===== src/rtl/sgm_pkg.sv =====
// ----------------------------------------------------------------------------
// sgm_pkg
// Shared constants and types of the Sobel gradient magnitude block.
// ----------------------------------------------------------------------------
package sgm_pkg;

   localparam int DEF_MAX_WIDTH = 2048;
   localparam logic [11:0] RESET_FRAME_WIDTH  = 12'd640;
   localparam logic [11:0] RESET_FRAME_HEIGHT = 12'd480;

   localparam int CSR_INDEX_W = 2;
   localparam logic [CSR_INDEX_W-1:0] CSR_FRAME_WIDTH  = 2'd0;
   localparam logic [CSR_INDEX_W-1:0] CSR_FRAME_HEIGHT = 2'd1;

   // digit-by-digit root of a 17-bit value: one result bit per step
   localparam int ROOT_STEPS = 9;

   // one 3-pixel column of a single channel, index 0 is the top pixel
   typedef logic [2:0][7:0] chan_col_type;

   typedef struct packed {
      logic         edge_col;
      logic         zero;
      chan_col_type left;
      chan_col_type center;
      chan_col_type right;
   } lane_job_type;

endpackage


===== src/rtl/sgm_lane.sv =====
// ----------------------------------------------------------------------------
// sgm_lane
// One color channel: Sobel gradients, squared sum and an iterative root.
// ----------------------------------------------------------------------------
module sgm_lane (
   input  logic                 clock,
   input  logic                 reset,
   input  logic                 start,
   input  sgm_pkg::lane_job_type job,
   output logic                 done,
   output logic [7:0]           mag
);

   logic [7:0]  ax_ff, ax_in, ay_ff, ay_in;
   logic [17:0] n_ff, n_in, root_ff, root_in, bit_ff, bit_in;
   logic [3:0]  cnt_ff, cnt_in;
   logic        sq_ff, run_ff, done_ff;

   logic [7:0]         vs_l, vs_c, vs_r;
   logic signed [9:0]  gx;
   logic signed [8:0]  d_l, d_c, d_r;
   logic signed [11:0] ssum, gy;
   logic [15:0]        sq_x, sq_y;

   function automatic logic [7:0] vsmooth(sgm_pkg::chan_col_type x);
      logic [9:0] s;
      s = {2'b00, x[0]} + {1'b0, x[1], 1'b0} + {2'b00, x[2]};
      return s[9:2];
   endfunction

   function automatic logic signed [8:0] vdiff(sgm_pkg::chan_col_type x);
      return $signed({1'b0, x[0]}) - $signed({1'b0, x[2]});
   endfunction

   always_comb begin
      vs_l = vsmooth(job.left);
      vs_c = vsmooth(job.center);
      vs_r = vsmooth(job.right);
      d_l  = vdiff(job.left);
      d_c  = vdiff(job.center);
      d_r  = vdiff(job.right);
      ssum = 12'(d_l) + (12'(d_c) <<< 1) + 12'(d_r);
      // divide by four, truncating toward zero
      gy = (ssum < 0) ? -((-ssum) >>> 2) : (ssum >>> 2);
      gx = $signed({2'b00, vs_r}) - $signed({2'b00, vs_l});
      if (job.edge_col) begin
         gx = $signed({2'b00, vs_c});
         gy = 12'(d_c);
      end
      ax_in = (gx < 0) ? 8'(-gx) : 8'(gx);
      ay_in = (gy < 0) ? 8'(-gy) : 8'(gy);
      if (job.zero) begin
         ax_in = '0;
         ay_in = '0;
      end
   end

   assign sq_x = ax_ff * ax_ff;
   assign sq_y = ay_ff * ay_ff;

   always_comb begin
      n_in    = n_ff;
      root_in = root_ff;
      bit_in  = bit_ff;
      cnt_in  = cnt_ff;
      if (sq_ff) begin
         n_in    = {2'b00, sq_x} + {2'b00, sq_y};
         root_in = '0;
         bit_in  = 18'h10000;
         cnt_in  = 4'(sgm_pkg::ROOT_STEPS);
      end else if (run_ff) begin
         if (n_ff >= root_ff + bit_ff) begin
            n_in    = n_ff - (root_ff + bit_ff);
            root_in = (root_ff >> 1) + bit_ff;
         end else begin
            root_in = root_ff >> 1;
         end
         bit_in = bit_ff >> 2;
         cnt_in = cnt_ff - 4'd1;
      end
   end

   always_ff @(posedge clock) begin
      if (reset) begin
         sq_ff   <= 1'b0;
         run_ff  <= 1'b0;
         done_ff <= 1'b0;
      end else begin
         sq_ff   <= start;
         done_ff <= run_ff && (cnt_ff == 4'd1);
         if (sq_ff) begin
            run_ff <= 1'b1;
         end else if (run_ff && cnt_ff == 4'd1) begin
            run_ff <= 1'b0;
         end
      end
   end

   always_ff @(posedge clock) begin
      if (start) begin
         ax_ff <= ax_in;
         ay_ff <= ay_in;
      end
      n_ff    <= n_in;
      root_ff <= root_in;
      bit_ff  <= bit_in;
      cnt_ff  <= cnt_in;
   end

   assign done = done_ff;
   assign mag  = (root_ff > 18'd255) ? 8'hFF : root_ff[7:0];

endmodule

===== config.mk =====
export PLATFORM = sky130hd
export DESIGN_NAME = sgm_lane
export DESIGN_NICKNAME = d
export VERILOG_FILES = /design/src/rtl/sgm_pkg.sv /design/src/rtl/sgm_lane.sv
export SDC_FILE = /design/constraint.sdc
export NUM_CORES = 1
export LEC_CHECK = 0
export BUFFER_PORTS_ARGS = -buffer_cell sky130_fd_sc_hd__buf_2
export CORE_AREA = 2 2 146 148
export CTS_CLUSTER_DIAMETER = 200
export DETAILED_ROUTE_END_ITERATION = 10
export DIE_AREA = 0 0 148 150
export PLACE_DENSITY_LB_ADDON = 0.08
export REMOVE_ABC_BUFFERS = 1
export SLEW_MARGIN = 20
export SYNTH_ARGS = -nofsm -noshare
export SYNTH_HDL_FRONTEND = slang
export SYNTH_SLANG_ARGS = --single-unit

===== constraint.sdc =====
create_clock -name clock -period 7.9 [get_ports clock]
set_input_delay 0.79 -clock clock [delete_from_list [all_inputs] [get_ports clock]]
set_output_delay 0.79 -clock clock [all_outputs]
set_load 0.05 [all_outputs]

==> reports/qor.csv, run 1 <==
metric;value;unit
crit start category;flop;
CTS tree;yes;
Worst Hold Class;flop to flop;
status;finished clean;
Post-synth ARST share;0;
Total Die Area;22200;um^2
crit end category;flop;
Via-to-Cell Ratio;5.51;
post-CTS setup buffers;0;
top cells by area, synth;fa_1 19%, ha_1 18%, edfxtp_1 8.6%;
area grow syn2layout;8.08;%
global-route wire length before repair;43.4;mm
Die Wd;148;um
Hold WS;508;ps
Main synth FF type;edfxtp_1;
minimum clock period;6000;ps
Fill cells;1908;
largest net degree at the start of global routing;68;
CP top delay family;adder cells;
most used cell, CP;fa_1;
total CTS buffers;9;
Skew-Pair Late Insertion Delay;340;ps
Synth top area share;0.194;
Mean Syn Cell Area;8.80;um^2
routed wirelength normalized by instance count;15.2;um
ANT nets after route;0;
number of synthesized register bits;68;
final WL;25.8;mm
gr usage total;0.243;
antenna cell count;0;
synthesized cell area;11800;um^2
skew final;6.23;ps
post-cts sizing count;0;
TNS Setup;0;ps
FP Rows;53;
Netlist cell types;74;
Die Ht;150;um
share of cells above drive strength 1;0.105;
GP Congestion;0.884;
input/output buffers;85;
CTS root buffer;clkbuf_16;
io pins;86;
FF+latch area;1700;um^2
drt initial violations;453;
crit path DAT;6060;ps
CP Max Fanout;10;
RSZ-0062 raised after global routing;false;
Final Max Slew Viols;0;
Cells after Synth;1347;
crit path buf inv count;2;
NumNets Final;1773;
Worst EP required;7960;ps
cells along the critical path;and2_1 -> fa_1 -> inv_1 -> fa_1 -> fa_1 -> fa_1 -> inv_1 -> fa_1 -> fa_1 -> ha_1 -> nand2_1 -> o21ai_0 -> a41oi_1 -> a211o_1 -> o21ai_0 -> xnor2_1 -> mux2i_1;
Worst Tran Pin Value;828;ps
H-tree level count;3;
Via Count;9332;
area occupied by multi-input gates;9300;um^2
clk sinks;68;
Worst-path clk slew;60;ps
Fmax;167;MHz
most frequent cell after synthesis;inv_1;
CP max stage cell;fa_1;
Seq/Total Area, Yosys;0.144;
Core Area;20700;um^2
Synth area leader;fa_1;
Final Hold Fails;0;
MaxCap Viol Count;0;
Final Cycle Share;0.760;
CP max stage delay;550;ps
CP Class;flop to flop;
# setup viols final;0;
initial antenna violation count;0;
vias in the first global route;9424;
most frequent cells after synthesis;193 x inv_1, 167 x ha_1, 115 x fa_1;
first-pass detailed-route iteration total;4;
Post-synth EDFFs;34;
final core utilization;0.619;
Yosys warning total;0;
Rel. slew slack;0.448;
clock tree buffer depth;2;
DR DRC count;0;
hold_buf cts;0;
post-DP HPWL;21.7;mm
grt ovf;0;
Initial Util;0.573;
-- cell type report --
class	count	share of cell area
multi-input combinational	1054	0.726
timing repair buffer	88	0.0350
clock inverter	5	0.00244
tap	275	0.0269
clock buffer	11	0.0198
inverter	193	0.0566
sequential	68	0.133
-- cells in the final DEF, fill, tap and decap left out, drive strengths merged, types with 19 or more instances in the layout --
cell,instances
o21bai,24
xor2,44
ha,167
nor2,92
buf,88
fa,115
a21o,30
edfxtp,34
nand3,22
a21oi,72
and2,44
inv,196
xnor2,72
dfxtp,34
nor2b,19
o21ai,45
nand2,89
-- flip-flops by register name, indices dropped and copies added (netlist names) --
name / flops
ax_ff: 8
ay_ff: 8
bit_ff: 9
cnt_ff: 4
done: 1
n_ff: 18
root_ff: 18
run_ff: 1
sq_ff: 1
-- kinds of logic (layout without fill, tap and decap cells) --
group	count (synthesis)	after routing	synth area share
and+or+nand+nor	354	354	0.147
adders and majority gates	282	282	0.371
AOI/OAI and AO/OA	281	281	0.163
buffers and inverters	225	297	0.0714
xor gates and xnor gates	116	116	0.0857
DFF	68	68	0.144
muxes	21	21	0.0182
-- worst paths after layout --
path	slack, ps	depth (start not counted)	end	from
setup / recovery	1900	17	n_ff[16]$_DFFE_PP_	ay_ff[2]$_SDFFCE_PP0P_
hold / removal	510	2	root_ff[0]$_SDFFE_PP0P_	root_ff[0]$_SDFFE_PP0P_
setup reg to reg	1900	17	n_ff[16]$_DFFE_PP_	ay_ff[2]$_SDFFCE_PP0P_
hold reg to reg	510	2	root_ff[0]$_SDFFE_PP0P_	root_ff[0]$_SDFFE_PP0P_
-- stage by stage --
stage	instances	instance area [um^2]	setup slack, ps
after floorplan	1315	11700	2330
after global placement	1678	12500	2050
after detailed placement	1678	12500	1920
after CTS	1694	12800	1890
after global routing	1694	12800	1590
final	1694	12800	1900
-- worst min-delay path, stage by stage, from the launching register on --
cell and delay (ps):
dfxtp_1 330, nor2_1 80, a311oi_1 50
-- per-layer routing --
layer | vias up | GRT usage | share of wire
li1 | 4717 | - | -
met1 | 4405 | 0.289 | 0.43
met2 | 169 | 0.457 | 0.51
met3 | 41 | 0.0220 | 0.028
met4 | 0 | 0.0819 | 0.029
met5 | - | 0 | 0
Power of run 1 is not shown: default switching activity piles up to over one toggle a cycle in this logic, so the estimate is an artifact.
==> run 2: changes to the inputs <==
- ABC_AREA: default -> 1
- CORE_AREA: 2 2 146 148 -> 2 2 149 151
- DIE_AREA: 0 0 148 150 -> 0 0 151 153
- clock period: 7.9 -> 5.4 ns (I/O delays scaled with it)
==> run 2 against run 1 <==
  * The flow now finishes with violations (negative setup slack)
  * Critical path depth increased by 16
  * Register-to-register slack got worse by 2000 ps
  * Global-route usage increased by 2.3 points
  * Cell count grew 25%
  * Final area grew 11%
  * Maximum frequency rose by 10%
  * Via count up 17%
  * First-iteration DRC count rose by 12%
  * Count of clock-buffer cells in the layout up 2
  * Die area up 4.1%
  * Synthesized area up 3.6%
==> reports/qor.csv, run 2 <==
metric;value;unit;change
Final Max Slew Viols;0;;unchanged
share of cells above drive strength 1;0.149;;+0.0442
clock tree buffer depth;2;;unchanged
antenna cell count;0;;unchanged
DR DRC count;0;;unchanged
Final Cycle Share;1.01;;+0.250
CP Class;flop to flop;;
clk sinks;68;;unchanged
CP Max Fanout;2;;-8
# setup viols final;2;;+2
GRT met2 Usage;0.489;;+0.0320
final WL;29.4;mm;+14%
most frequent cells in the layout;345 x inv_1, 342 x nand2_1, 160 x ha_1;;
Netlist cell types;49;;-34%
Post-synth EDFFs;34;;unchanged
Fill cells;1923;;+0.79%
gr usage total;0.265;;+0.0229
initial antenna violation count;0;;unchanged
TNS Setup;-99.4;ps;-99.4 ps
most frequent cells after synthesis;352 x inv_1, 347 x nand2_1, 167 x ha_1;;
area grow syn2layout;15.4;%;
vias in the first global route;10977;;+16%
first-pass detailed-route iteration total;5;;+1
area occupied by multi-input gates;9290;um^2;-0.15%
Mean Syn Cell Area;7.33;um^2;-17%
CP max stage cell;fa_1;;
Via Count;10937;;+17%
GP Congestion;0.943;;+6.6%
Die Wd;151;um;+2.0%
number of synthesized register bits;68;;unchanged
minimum clock period;5450;ps;-549 ps
GRT busiest layer;met2;;
total CTS buffers;9;;unchanged
routed wirelength normalized by instance count;13.9;um;-8.4%
crit start category;flop;;
NumNets Final;2184;;+23%
Post-synth ARST share;0;;unchanged
skew final;8.35;ps;+2.12 ps
Worst-path clk slew;60;ps;about the same
most used cell, CP;buf_4;;
H-tree level count;3;;unchanged
Rel. slew slack;0.374;;-0.0738
Main synth FF type;edfxtp_1;;
Worst Hold Class;primary input to flop;;
Skew-Pair Late Insertion Delay;350;ps;about the same
Regs by FF count;n_ff: 18 flops, root_ff: 18 flops, bit_ff: 9 flops;;
FF+latch area;1700;um^2;about the same
top cells by area, synth;fa_1 19%, ha_1 17%, inv_1 11%;;
final setup margin;-54.6;ps;-1950 ps
met3 Use GR;0.0209;;-0.00106
Initial Util;0.572;;-0.00112
Worst Tran Pin Value;933;ps;+105 ps
Die Ht;153;um;+2.0%
io pins;86;;unchanged
most common cell after layout, fill and taps aside;inv_1;;
Synth area leader;fa_1;;
global-route met1 utilization;0.326;;+0.0372
grt ovf;0;;unchanged
ANT nets after route;0;;unchanged
Final Hold Fails;0;;unchanged
Worst EP required;5500;ps;-2460 ps
CTS root buffer;clkbuf_16;;
hold_buf cts;0;;unchanged
FP Rows;54;;+1.9%
crit path DAT;5550;ps;-510 ps
Synth top area share;0.187;;-0.00683
largest net degree at the start of global routing;36;;-47%
Yosys warning total;0;;unchanged
status;finished, violations left;;
Via-to-Cell Ratio;5.18;;-5.9%
failing checks;negative setup slack;;
Core Area;21500;um^2;+3.8%
CP max stage delay;570;ps;+20 ps
Total Die Area;23100;um^2;+4.1%
Seq/Total Area, Yosys;0.139;;-0.00505
crit end category;flop;;
RSZ-0062 raised after global routing;true;;
Cells after Synth;1675;;+24%
Fmax;183;MHz;+10%
post-DP HPWL;24.4;mm;+12%
input/output buffers;85;;unchanged
MaxCap Viol Count;0;;unchanged
synthesized cell area;12300;um^2;+3.6%
global-route wire length before repair;49.4;mm;+14%
CTS tree;yes;;
drt initial violations;506;;+12%
most frequent cell after synthesis;inv_1;;
-- run 2: changes by cell type in the layout (fill, tap and decap cells not counted), sizes merged, moves of 13 or more --
cell,delta
inv,+164
and2,-43
nand3,+55
nand2b,-13
a21oi,+66
buf,+88
o21ai,+59
nor2b,-19
mux2i,-17
a21o,-25
nand2,+263
xnor2,-46
a211oi,-14
-- run 2: final timing paths --
| check | start | slack, ps | end | cells past startpoint |
|---|---|---|---|---|
| worst max-delay path | ax_ff[6]$_SDFFCE_PP0P_ | -50 | n_ff[15]$_DFFE_PP_ | 33 |
| worst min-delay path | reset | 400 | run_ff$_SDFFE_PP0P_ | 2 |
| worst max register to register | ax_ff[6]$_SDFFCE_PP0P_ | -50 | n_ff[15]$_DFFE_PP_ | 33 |
| worst min register to register | cnt_ff[3]$_SDFFE_PP1P_ | 480 | cnt_ff[3]$_SDFFE_PP1P_ | 1 |
-- run 2: cell families (layout without fill, tap and decap cells) --
kind of cell	after synthesis	after routing	synth area share
xor+xnor	80	80	0.0571
compound gates	286	286	0.126
buf+inv	397	552	0.123
simple gates	561	561	0.197
flops	68	68	0.139
mux	1	1	0.000917
fa+ha+maj	282	282	0.358
-- run 2: per-layer routing --
layer / vias to the layer above / wire, um
met3: 42 / 932
met4: 0 / 713
met5: - / 0
li1: 5600 / -
met1: 5055 / 12700
met2: 240 / 15000
-- run 2: what timing repair did --
item                                    4_1_cts  5_1_grt
endpoints found under the setup margin        6        8
pin swaps                                    48       16
setup buffers                                26        4
resized for setup                            31       29
-- run 2: stage by stage --
| stage | instances | setup slack [ps] | cell area, um^2 | hold slack (ps) | util |
|---|---|---|---|---|---|
| after global placement | 2065 | -240 | 13400 | 468 | 0.623 |
| after global routing | 2110 | -345 | 14200 | 409 | 0.660 |
| after CTS | 2106 | -56.5 | 14100 | 402 | 0.654 |
| after detailed placement | 2065 | -279 | 13400 | 470 | 0.623 |
| final | 2110 | -54.6 | 14200 | 401 | 0.660 |
| after floorplan | 1638 | -149 | 12100 | 445 | - |
-- run 2: cell type report --
| cell class | instances | area share |
|---|---|---|
| inverter | 360 | 0.0953 |
| multi-input combinational | 1210 | 0.655 |
| clock buffer | 13 | 0.0214 |
| clock inverter | 3 | 0.00318 |
| tap | 280 | 0.0247 |
| sequential | 68 | 0.120 |
| timing repair buffer | 176 | 0.0801 |
-- run 2: worst max-delay path: cells and delay by family (launching register included) --
kind / cells / cell delay [ps]
buffers and inverters: 17 / 1910
AOI/OAI and AO/OA: 6 / 550
and+or+nand+nor: 6 / 570
DFF: 1 / 380
adders and majority gates: 4 / 1800
Power of run 2 is left out for the same reason.
==> run 3: changes to the inputs <==
- HOLD_SLACK_MARGIN: default -> 0.15
- SETUP_SLACK_MARGIN: default -> 0.4
==> run 3 against run 2 <==
  * The run ends with design-rule violations, negative setup slack left
  * Worst setup slack worse by 140 ps
  * Maximum frequency down 2.5%
  * Critical path depth down 9
  * Register-to-register slack worse by 140 ps
  * Non-clock buffer count up 12
  * Sequential share of layout area down 0.22 points
  * Utilization up 1.2 points
  * Largest cell class unchanged
==> reports/qor.csv, run 3 (same netlist as run 2, synthesis figures left out) <==
metric;value;unit;change
area grow syn2layout;17.6;%;
drt initial violations;529;;+4.5%
CP top delay family;adder cells;;
grt ovf;0;;unchanged
hold path start;reset;;
crit path buf inv count;5;;-12
Final Max Slew Viols;0;;unchanged
status;finished, violations left;;
input/output buffers;85;;unchanged
Die Ht;153;um;unchanged
Final Non-Filler Cells;2122;;+0.57%
global-route wire length before repair;50.1;mm;+1.3%
most frequent cells in the layout;346 x inv_1, 335 x nand2_1, 158 x ha_1;;
final WL;30.5;mm;+3.5%
largest net degree at the start of global routing;36;;unchanged
first-pass detailed-route iteration total;8;;+3
Worst Tran Pin Value;921;ps;-12.2 ps
Final Cycle Share;1.04;;+0.0257
Rel. slew slack;0.382;;+0.00819
crit start category;flop;;
ANT nets after route;0;;unchanged
r2r worst-path depth;24;;-27%
skew final;9.12;ps;+0.771 ps
Worst-path clk slew;60;ps;about the same
minimum clock period;5590;ps;+139 ps
post-DP HPWL;24.4;mm;unchanged
vias in the first global route;11061;;+0.77%
initial antenna violation count;0;;unchanged
Worst EP required;5500;ps;about the same
Regs by FF count;n_ff: 18 flops, root_ff: 18 flops, bit_ff: 9 flops;;
# setup viols final;3;;+1
Worst Hold Depth;2;;unchanged
Fill cells;1886;;-1.9%
gr usage total;0.269;;+0.00367
Via-to-Cell Ratio;5.21;;+0.46%
Final Hold Fails;0;;unchanged
CTS root buffer;clkbuf_16;;
antenna cell count;0;;unchanged
NumNets Final;2196;;+0.55%
Fmax;179;MHz;-2.5%
DR DRC count;2;;+2
CTS tree;yes;;
Placed Cells;2065;;unchanged
share of cells above drive strength 1;0.163;;+0.0137
clk sinks;68;;unchanged
cells along the critical path;buf_4 -> nand2_1 -> inv_2 -> fa_1 -> inv_1 -> fa_1 -> fa_1 -> fa_1 -> inv_1 -> fa_1 -> fa_1 -> ha_4 -> a21oi_2 -> o21ai_2 -> a21oi_2 -> or2_4 -> nand2_2 -> a21oi_2 -> o21bai_1 -> nand2_1 -> nand2_1 -> buf_4 -> o21ai_1 -> nand2_1;;
Total Die Area;23100;um^2;unchanged
TNS Setup;-366;ps;-267 ps
RSZ-0062 raised after global routing;true;;
R2R setup slack;-190;ps;-140 ps
Die Wd;151;um;unchanged
Worst Hold Path EP;run_ff$_SDFFE_PP0P_;;
clock tree buffer depth;2;;unchanged
final setup margin;-193;ps;-139 ps
total CTS buffers;9;;unchanged
FP Rows;54;;unchanged
io pins;86;;unchanged
CP max stage cell;fa_1;;
Skew-Pair Late Insertion Delay;350;ps;about the same
crit end category;flop;;
CP Class;flop to flop;;
Worst Hold Class;primary input to flop;;
H-tree level count;3;;unchanged
crit path DAT;5690;ps;+140 ps
Crit Reg-Reg Startpoint;ay_ff[2]$_SDFFCE_PP0P_;;
most common cell after layout, fill and taps aside;inv_1;;
Core Area;21500;um^2;unchanged
failing checks;design-rule violations, negative setup slack;;
hold_buf cts;0;;unchanged
most used cell, CP;fa_1;;
CP max stage delay;550;ps;-20 ps
CP Max Fanout;4;;+2
worst reg2reg endpoint;n_ff[15]$_DFFE_PP_;;
Initial Util;0.572;;unchanged
GP Congestion;0.943;;unchanged
routed wirelength normalized by instance count;14.4;um;+3.0%
MaxCap Viol Count;0;;unchanged
Via Count;11050;;+1.0%
[run 3: changes by cell type in the layout (fill, tap and decap cells not counted), sizes merged]
cell  change
buf      +12
[run 3: worst max path at each step]
| stage | startpoint | to | slack [ps] | cells after the start |
|---|---|---|---|---|
| 2_1_floorplan | ax_ff[0]$_SDFFCE_PP0P_ | n_ff[15]$_DFFE_PP_ | -150 | 25 |
| 3_3_place_gp | ay_ff[7]$_SDFFCE_PP0P_ | n_ff[15]$_DFFE_PP_ | -240 | 23 |
| 3_5_place_dp | ay_ff[7]$_SDFFCE_PP0P_ | n_ff[15]$_DFFE_PP_ | -280 | 23 |
| 4_1_cts | ay_ff[6]$_SDFFCE_PP0P_ | n_ff[15]$_DFFE_PP_ | -60 | 26 |
| 5_1_grt | ax_ff[0]$_SDFFCE_PP0P_ | n_ff[15]$_DFFE_PP_ | -500 | 24 |
| 6_report | ay_ff[2]$_SDFFCE_PP0P_ | n_ff[15]$_DFFE_PP_ | -190 | 24 |
[run 3: stage by stage]
step	worst slack (ps)	area [um^2]	hold WS (ps)	util
2_1_floorplan	-149	12100	445	-
3_3_place_gp	-240	13400	468	0.623
3_5_place_dp	-279	13400	470	0.623
4_1_cts	-56.5	14200	402	0.661
5_1_grt	-501	14400	409	0.672
6_report	-193	14400	400	0.672
[run 3: layer usage]
layer / GRT usage / routed length [um]
met3: 0.0188 / 1040
met5: 0 / 0
met4: 0.0788 / 837
met2: 0.504 / 15700
met1: 0.327 / 12900
[run 3: worst reg2reg max path, cell delays in order (launching register included)]
cell	delay (ps)
edfxtp_1	430
buf_4	160
nand2_1	60
inv_2	60
fa_1	490
inv_1	50
fa_1	550
fa_1	440
fa_1	540
inv_1	50
fa_1	460
fa_1	550
ha_4	230
a21oi_2	200
o21ai_2	90
a21oi_2	160
or2_4	150
nand2_2	50
a21oi_2	150
o21bai_1	80
nand2_1	60
nand2_1	60
buf_4	120
o21ai_1	100
nand2_1	50
[run 3: final cells by class]
class	count	area [um^2]	area share
timing repair buffer	188	1280	0.0888
multi-input combinational	1210	9410	0.651
clock buffer	13	303	0.0210
tap	280	350	0.0243
sequential	68	1700	0.118
inverter	360	1350	0.0937
clock inverter	3	45.0	0.00312
[run 3: repair_timing]
| item | CTS | global route |
|---|---|---|
| gates resized for setup | 63 | 39 |
| buffers inserted | 31 | 10 |
| pin swaps | 60 | 26 |
| endpoints found under the setup margin | 10 | 52 |
Power of run 3 is left out for the same reason.
